**src/assert_macros.svh**
```systemverilog
// Assertion helper macros for the go-to-goal block.
`ifndef ASSERT_MACROS_SVH
`define ASSERT_MACROS_SVH
// Implication checked on every edge, off during reset.
`define ASSERT_IMPL(label, ante, cons, msg) \
	label: assert property (@(posedge clk) disable iff (!arst_n) (ante) |-> (cons)) \
		else $error(msg);
// Next-cycle implication.
`define ASSERT_NEXT(label, ante, cons, msg) \
	label: assert property (@(posedge clk) disable iff (!arst_n) (ante) |=> (cons)) \
		else $error(msg);
`endif

```
**src/gtg_pkg.sv**
```systemverilog
// ----------------------------------------------------------------------------
// gtg_pkg
// Types, constants and tables shared by the go-to-goal controller.
// ----------------------------------------------------------------------------
package gtg_pkg;
	localparam int CordicStepsDef = 16;
	localparam int TableLen       = 24;
	localparam int ZW             = 20;
	localparam int CW             = 30;
	localparam logic signed [ZW-1:0] PiQ16 = 20'sd205887;
	localparam logic signed [17:0] PiQ12 = 18'sd12868;
	localparam logic signed [17:0] TwoPiQ12 = 18'sd25736;
	localparam logic [19:0] InvGainQ20 = 20'd636751;

	typedef enum logic [1:0] {
		ACT_POSE = 2'd0,
		ACT_CAND = 2'd1,
		ACT_TICK = 2'd2,
		ACT_NONE = 2'd3
	} action_t;

	typedef enum logic [1:0] {
		REG_SELECT_NEAREST = 2'd0,
		REG_REACH_RADIUS   = 2'd1,
		REG_LINEAR_GAIN    = 2'd2,
		REG_ANGULAR_GAIN   = 2'd3
	} reg_index_t;

	typedef enum logic [2:0] {
		ST_IDLE, ST_INIT, ST_ITER, ST_DIST, ST_MUL, ST_OUT
	} state_t;

	typedef struct packed {
		logic start;
		logic busy;
		logic done;
	} cordic_ctl_t;

	function automatic logic [16:0] atan_lut(input logic [4:0] i);
		logic [16:0] r;
		case (i)
			5'd0: r = 17'd51472;  5'd1: r = 17'd30386; 5'd2: r = 17'd16055;
			5'd3: r = 17'd8150;   5'd4: r = 17'd4091;  5'd5: r = 17'd2047;
			5'd6: r = 17'd1024;   5'd7: r = 17'd512;   5'd8: r = 17'd256;
			5'd9: r = 17'd128;    5'd10: r = 17'd64;   5'd11: r = 17'd32;
			5'd12: r = 17'd16;    5'd13: r = 17'd8;    5'd14: r = 17'd4;
			5'd15: r = 17'd2;     5'd16: r = 17'd1;
			default: r = 17'd0;
		endcase
		return r;
	endfunction
endpackage

```
**src/gtg_cordic.sv**
```systemverilog
// ----------------------------------------------------------------------------
// gtg_cordic
// Iterative vectoring CORDIC: one micro-rotation per cycle on a shared
// add/shift datapath, giving magnitude (gain-scaled) and angle in Q.16.
// ----------------------------------------------------------------------------
module gtg_cordic import gtg_pkg::*; #(
	parameter int CORDIC_STEPS = CordicStepsDef
) (
	input  logic                 clk,
	input  logic                 arst_n,
	input  logic                 start,
	input  logic signed [16:0]   dx,
	input  logic signed [16:0]   dy,
	output cordic_ctl_t          ctl,
	output logic signed [CW-1:0] mag,
	output logic signed [ZW-1:0] ang
);
	localparam int IW = $clog2(CORDIC_STEPS + 1);
	logic signed [CW-1:0] x_q, y_q;
	logic signed [ZW-1:0] z_q;
	logic [IW-1:0] i_q;
	logic busy_q, done_q;
	logic signed [CW-1:0] xs, ys;
	logic signed [ZW-1:0] at;

	assign xs = x_q >>> i_q;
	assign ys = y_q >>> i_q;
	assign at = ZW'(signed'({1'b0, atan_lut(5'(i_q))}));

	always_ff @(posedge clk or negedge arst_n) begin
		if (!arst_n) begin
			busy_q <= 1'b0;
			done_q <= 1'b0;
			i_q    <= '0;
		end else begin
			done_q <= 1'b0;
			if (start) begin
				busy_q <= 1'b1;
				i_q    <= '0;
			end else if (busy_q) begin
				if (i_q == IW'(CORDIC_STEPS - 1)) begin
					busy_q <= 1'b0;
					done_q <= 1'b1;
				end
				i_q <= i_q + 1'b1;
			end
		end
	end

	always_ff @(posedge clk) begin
		if (start) begin
			if (dx < 0) begin
				x_q <= -(CW'(dx) <<< 8);
				y_q <= -(CW'(dy) <<< 8);
				z_q <= (dy >= 0) ? PiQ16 : -PiQ16;
			end else begin
				x_q <= CW'(dx) <<< 8;
				y_q <= CW'(dy) <<< 8;
				z_q <= '0;
			end
		end else if (busy_q) begin
			if (y_q >= 0) begin
				x_q <= x_q + ys; y_q <= y_q - xs; z_q <= z_q + at;
			end else begin
				x_q <= x_q - ys; y_q <= y_q + xs; z_q <= z_q - at;
			end
		end
	end

	assign ctl = '{start: start, busy: busy_q, done: done_q};
	assign mag = x_q;
	assign ang = z_q;

	`include "assert_macros.svh"
	`ASSERT_NEXT(a_done_once, done_q, !done_q, "CORDIC done held two cycles")
	`ASSERT_IMPL(a_done_idle, done_q, !busy_q, "CORDIC done while busy")
	`ASSERT_IMPL(a_mag_pos, busy_q && i_q > 0, x_q >= 0, "CORDIC magnitude negative")
endmodule
```
**config.mk**
```make
export PLATFORM = sky130hd
export DESIGN_NAME = gtg_cordic
export DESIGN_NICKNAME = d
export VERILOG_FILES = /design/src/gtg_pkg.sv /design/src/gtg_cordic.sv
export VERILOG_INCLUDE_DIRS = /design/src /design/src/src
export SDC_FILE = /design/constraint.sdc
export NUM_CORES = 1
export LEC_CHECK = 0
export BUFFER_PORTS_ARGS = -buffer_cell sky130_fd_sc_hd__buf_2
export CORE_UTILIZATION = 64
export DETAILED_ROUTE_END_ITERATION = 12
export PLACE_DENSITY_LB_ADDON = 0.25
export SLEW_MARGIN = 25
export SYNTH_ARGS = -nofsm -noshare
export SYNTH_HDL_FRONTEND = slang
export SYNTH_SLANG_ARGS = --single-unit
export TNS_END_PERCENT = 1
```
**constraint.sdc**
```tcl
create_clock -name clk -period 7.4 [get_ports clk]
set_input_delay 0.37 -clock clk [delete_from_list [all_inputs] [get_ports clk]]
set_output_delay 0.37 -clock clk [all_outputs]
set_load 0.01 [all_outputs]
```
Word level (Yosys, flattened, before mapping):

Memories as Yosys holds them, arrays and structs flattened.
Index checks and enable logic that the tools add are counted.

* bits in registers: 87
* bits in latches: 0
* bits in writable memories: 0
* memory bits (read-only): 512
* bits of input ports: 37
* output and inout port bits: 53
* logic and storage cells: 44
* memories: 1

* $add $sub $neg: 9
* multiply operators: 0
* div/mod/pow operators: 0
* $lt $le $gt $ge: 3
* eq/ne operators: 1
* shifts and indexed selects: 2
* mux-type cells: 21
* bitwise logic cells: 0
* reductions and logical operators: 1

Memory list
* (name not given): words 32, width 16, read ports 1, clocked after Yosys merged registers in 0, wr ports 0, line gtg_pkg.sv:41 `case (i)`

Operator list (count)
* 2-to-1 mux 30 bit: 8
* 2-to-1 mux 20 bit: 5
* adder 30 bit: 2
* negation 25 -> 30 bit: 2
* >>> shifter 30 x 5 -> 30 bit: 2
* subtractor 30 bit: 2
* >= comparator 30 x 1 -> 1 bit, second input constant: 1
* adder 20 x 18 -> 20 bit: 1
* subtractor 20 x 18 -> 20 bit: 1
* >= comparator 17 x 1 -> 1 bit, second input constant: 1
* less-than comparator 17 x 1 -> 1 bit, second input constant: 1
* 2-to-1 mux 5 bit: 2
* 2-to-1 mux 1 bit: 6
* adder 5 x 1 -> 5 bit, second input constant: 1
* equality test 5 x 4 -> 1 bit, second input constant: 1
* nonzero test 2 bit: 1

Logic depth before layout (Yosys ltp):

* depth in word-level cells: 5
* depth in mapped cells: 27
* gate-level depth less buffers: 21

Worst setup path before layout:

Ideal clock, no wire load.

* kind: register to register
* start: reg i_q[0]
* end: reg x_q[26] (netlist: mag[26]) (data pin)
* library setup time: 272 ps
* data arrival time: 5541 ps
* required time: 7128 ps
* setup slack: 1587 ps
* stages on the path, launching flop included: 23
* path buffers: 5
* period minus slack after synthesis: 5813 ps
* cells stage by stage: dfrtp_1 > buf_6 > buf_6 > buf_6 > buf_6 > buf_1 > mux4_2 > mux2_2 > mux2i_1 > o221a_2 > inv_1 > nor2_1 > nand3b_4 > o31ai_1 > xor2_1 > ha_1 > nand3_1 > or4_1 > a21oi_1 > nor3_1 > o31ai_1 > a21oi_1 > or4_1

* cells in the longest elaborated chain, start to end: 5
* elaborated cells between the ends (all ways): 6
* those cells by class: add/sub (2); shift (1); mux (3)

Ends and longest elaborated chain
* start: declaration: line gtg_cordic.sv:21 `logic [IW-1:0] i_q;`
* start signal: assignment: line gtg_cordic.sv:45 `i_q <= i_q + 1'b1;`
* >>> shifter 30 x 5 -> 30 bit (*): line gtg_cordic.sv:27 `assign ys = y_q >>> i_q;`
* subtractor 30 bit / adder 30 bit (equally long branches): line gtg_cordic.sv:65, gtg_cordic.sv:63
* 2-to-1 mux 30 bit (*): line gtg_cordic.sv:62 `if (y_q >= 0) begin`
* 2-to-1 mux 30 bit (*): line gtg_cordic.sv:61 `end else if (busy_q) begin`
* 2-to-1 mux 30 bit (*): line gtg_cordic.sv:51 `if (start) begin`
* end signal: assignment: line gtg_cordic.sv:53 `x_q <= -(CW'(dx) <<< 8);`
* end signal: assignment: line gtg_cordic.sv:63 `x_q <= x_q + ys; y_q <= y_q - xs; z_q <= z_q + at;`
* end signal: assignment: line gtg_cordic.sv:65 `x_q <= x_q - ys; y_q <= y_q + xs; z_q <= z_q - at;`
* end: declaration: line gtg_cordic.sv:19 `logic signed [CW-1:0] x_q, y_q;`

Mark *: on every way between the ends. The rest lies on a longest branch, timed or not. The select of a mux whose other input is x is not followed.
A chain may end at the register's enable or synchronous reset.

Worst setup path after layout:

* start: reg i_q[1]
* end: reg x_q[29] (netlist: mag[29]) (data pin)

Same word-level chain as after synthesis.

==> impl_metrics.csv <==
group,metric,value,unit
finish,fin_nets,1760,
finish,nFillCells,1743,
finish,final_cells,1904,
place,gp_congestion,1.01,
yosys,yosysSeqAreaShare,18.5,%
timing,finalCritPeriodShare,91.8,%
die,die_y,150,um
worst_setup_path,startpoint,"i_q[1]",
detailed_routing,wl,45400,um
worst_setup_path,crit_arrival,6920,ps
clocking,htreeDepth,3,
yosys,synth_ff_type,"edfxtp_1",
timing,tightestPinTransition,958,ps
yosys,synth_cells,1585,
timing,slew_violations,0,
detailed_routing,vias,13628,
timing,final.setup_skew,15.1,ps
clocking,cts_buffers,9,
yosys,avgSynthCellArea,8.80,um^2
place,dp.cells,1886,
yosys,synth_area_leaders,"edfxtp_1 (17%), mux4_2 (11%), ha_1 (8.7%)",
yosys,netlist_area,13900,um^2
finish,drive_above_1_share,16.9,%
detailed_routing,dr.pass1.iters,7,
yosys,synth_most_common_cell,"nand2_1",
worst_setup_path,regToRegSetupSlack,600,ps
yosys,yosys_warnings,0,
worst_setup_path,crit_path_start_kind,"flip-flop",
worst_setup_path,setup.worst_path.end,"mag[29]",
global_routing,grt_pass1_vias,12601,
status,outcome,"complete, no violations",
place,hpwl,34300,um
detailed_routing,drt_iter0_drc,1658,
worst_setup_path,reg2regPathDepth,20,
timing,period_minus_slack,6800,ps
worst_setup_path,cp_max_fo,58,
yosys,synth_nets,1722,
clocking,clock_path_buffers,2,
detailed_routing,viasPerCell,7.16,
timing,final.setup.tns,0,ps
die,start_util,65.7,%
min_path,hold_class,"in2reg",
place,dpl_cell_area,14500,um^2
detailed_routing,drc,0,
finish,design_area,14800,um^2
worst_setup_path,worst_setup_path_end_kind,"flip-flop",
job,cap_violations,0,
die,rows,53,
finish,syn_to_final_growth,6.16,%
worst_setup_path,timing.rr.end,"mag[29]",
global_routing,grt_max_degree,81,
clocking,clk_latency,370,ps
clocking,cts.sinks,87,
clocking,root_buffer,"clkbuf_16",
worst_setup_path,critPathRequiredTime,7520,ps
worst_setup_path,path_class,"reg2reg",
clocking,clk_pin_slew,80,ps
die,ioPinCount,90,
min_path,hold_depth,3,
die,die-area,22400,um^2
worst_setup_path,r2r-start,"i_q[1]",
timing,hold_viol,0,
die,core,21200,um^2
yosys,async_flop_share,8.05,%
timing,relSlewSlack,36.0,%
clocking,cts_post_setup_buffers_inserted,0,
timing,fmax,0.147,GHz
timing,rsz0062_at_grt,"false",
global_routing,grt_pass1_wl,70400,um
place,port_buffers,89,
yosys,synth.distinct_cells,85,
clocking,cts_tree,"yes",
detailed_routing,routedWlPerCell,23.8,um
yosys,yosys.area.top_type_share,17.2,%
yosys,synth_edf_count,80,
detailed_routing,ant_nets,0,
yosys,ys_ff_latch,87,
yosys,netlist_top_cells_count,"nand2_1 (133), o21ai_0 (125), nor2_1 (123), a21oi_1 (98), ha_1 (97)",
global_routing,grt_use_total,40.7,%
timing,setup_viol,0,
global_routing,antenna_found_initial,0,
global_routing,grt-ovfl-total,0,
die,die_w,150,um
yosys,synth_top_area_cell,"edfxtp_1",
worst max-delay path, cell delays in order (launching register included):
cell and delay (ps):
dfrtp_4 990, mux4_1 640, mux2_2 330, mux2i_1 380, o21ai_0 340, and4bb_2 510, nor2b_1 250, nand2_1 100
nand2_1 90, xnor2_1 120, ha_1 320, a21oi_1 140, o21ai_0 120, a211oi_1 370, o32ai_1 170, buf_4 170
a221oi_1 580, o21ai_0 270, a41oi_1 290, nor2_1 60, mux2_1 300
cells by family after synthesis:
family | after synthesis | share of synthesized area (%)
multiplexers | 155 | 18.9
buffers and inverters | 144 | 4.91
adder cells (fa/ha/maj) | 100 | 9.13
AO/OA/AOI/OAI | 462 | 21.6
XOR/XNOR | 148 | 9.30
flip-flops | 87 | 18.5
AND/OR/NAND/NOR | 489 | 17.7
cells in the final DEF, fill, tap and decap left out, drive strengths merged, types with 9 or more instances in the layout:
master / synthesis / final
nand2: 133 / 133
o21ai: 126 / 126
nor2: 124 / 124
buf: 55 / 122
a21oi: 98 / 98
ha: 97 / 97
xnor2: 87 / 87
edfxtp: 80 / 80
mux4: 80 / 80
xor2: 61 / 61
inv: 46 / 48
mux2: 38 / 38
mux2i: 37 / 37
a21o: 35 / 35
nor3: 34 / 34
nand3: 34 / 34
o31ai: 31 / 31
nor2b: 23 / 23
a211oi: 23 / 23
nand2b: 21 / 21
o21a: 16 / 16
o211ai: 16 / 16
or4: 14 / 14
and3: 14 / 14
nand4: 14 / 14
or3: 13 / 13
and2: 12 / 12
or2: 12 / 12
nor4: 12 / 12
o221ai: 11 / 11
a31oi: 11 / 11
clkbuf: 41 / 11
a22oi: 10 / 10
o41ai: 9 / 9
routing by layer:
metal	routed length, um	vias up	share of wire, %	global-route usage, %
li1	-	6169	-	-
met1	18300	6531	40	55.6
met2	20800	807	46	64.4
met3	4860	121	11	7.71
met4	1430	0	3.1	14.0
met5	0	-	0	0
state kept, by name, summed over array words and instances, names as in the netlist:
signal  cells
ang        20
i_q         5
done_q      1
mag        30
y_q        30
busy_q      1
area by class of cell:
| class | instances | area [um^2] | area share (%) |
|---|---|---|---|
| Timing Repair Buffer | 123 | 706 | 4.77 |
| Multi-Input combinational cell | 1354 | 10700 | 72.3 |
| Clock buffer | 11 | 243 | 1.64 |
| Antenna cell | 1 | 2.50 | 0.0169 |
| Inverter | 48 | 180 | 1.22 |
| Sequential cell | 87 | 2590 | 17.5 |
| Clock inverter | 5 | 41.3 | 0.279 |
| Tap cell | 275 | 344 | 2.32 |
worst min path at each step:
stage,from,endpoint,slack (ps)
after global routing,dy[0],y_q[8],350
final,dy[0],y_q[8],340
after detailed placement,arst_n,busy_q,210
after floorplan,arst_n,busy_q,70
after CTS,dy[0],y_q[8],330
after global placement,arst_n,done_q,210
per-stage QoR:
stage	hold slack (ps)	util, %	worst slack, ps
5_1_grt	353	69.7	145
3_5_place_dp	213	68.3	758
3_3_place_gp	211	68.3	888
6_report	342	69.8	604
4_1_cts	329	69.7	741
2_1_floorplan	74.4	-	1590
repair_timing:
action	4_1_cts	5_1_grt
hold buffers	1	0
gates resized for setup	0	0
hold endpoints to repair	7	0
Power is not shown: default switching activity piles up to over one toggle a cycle in this logic, so the estimate is an artifact.
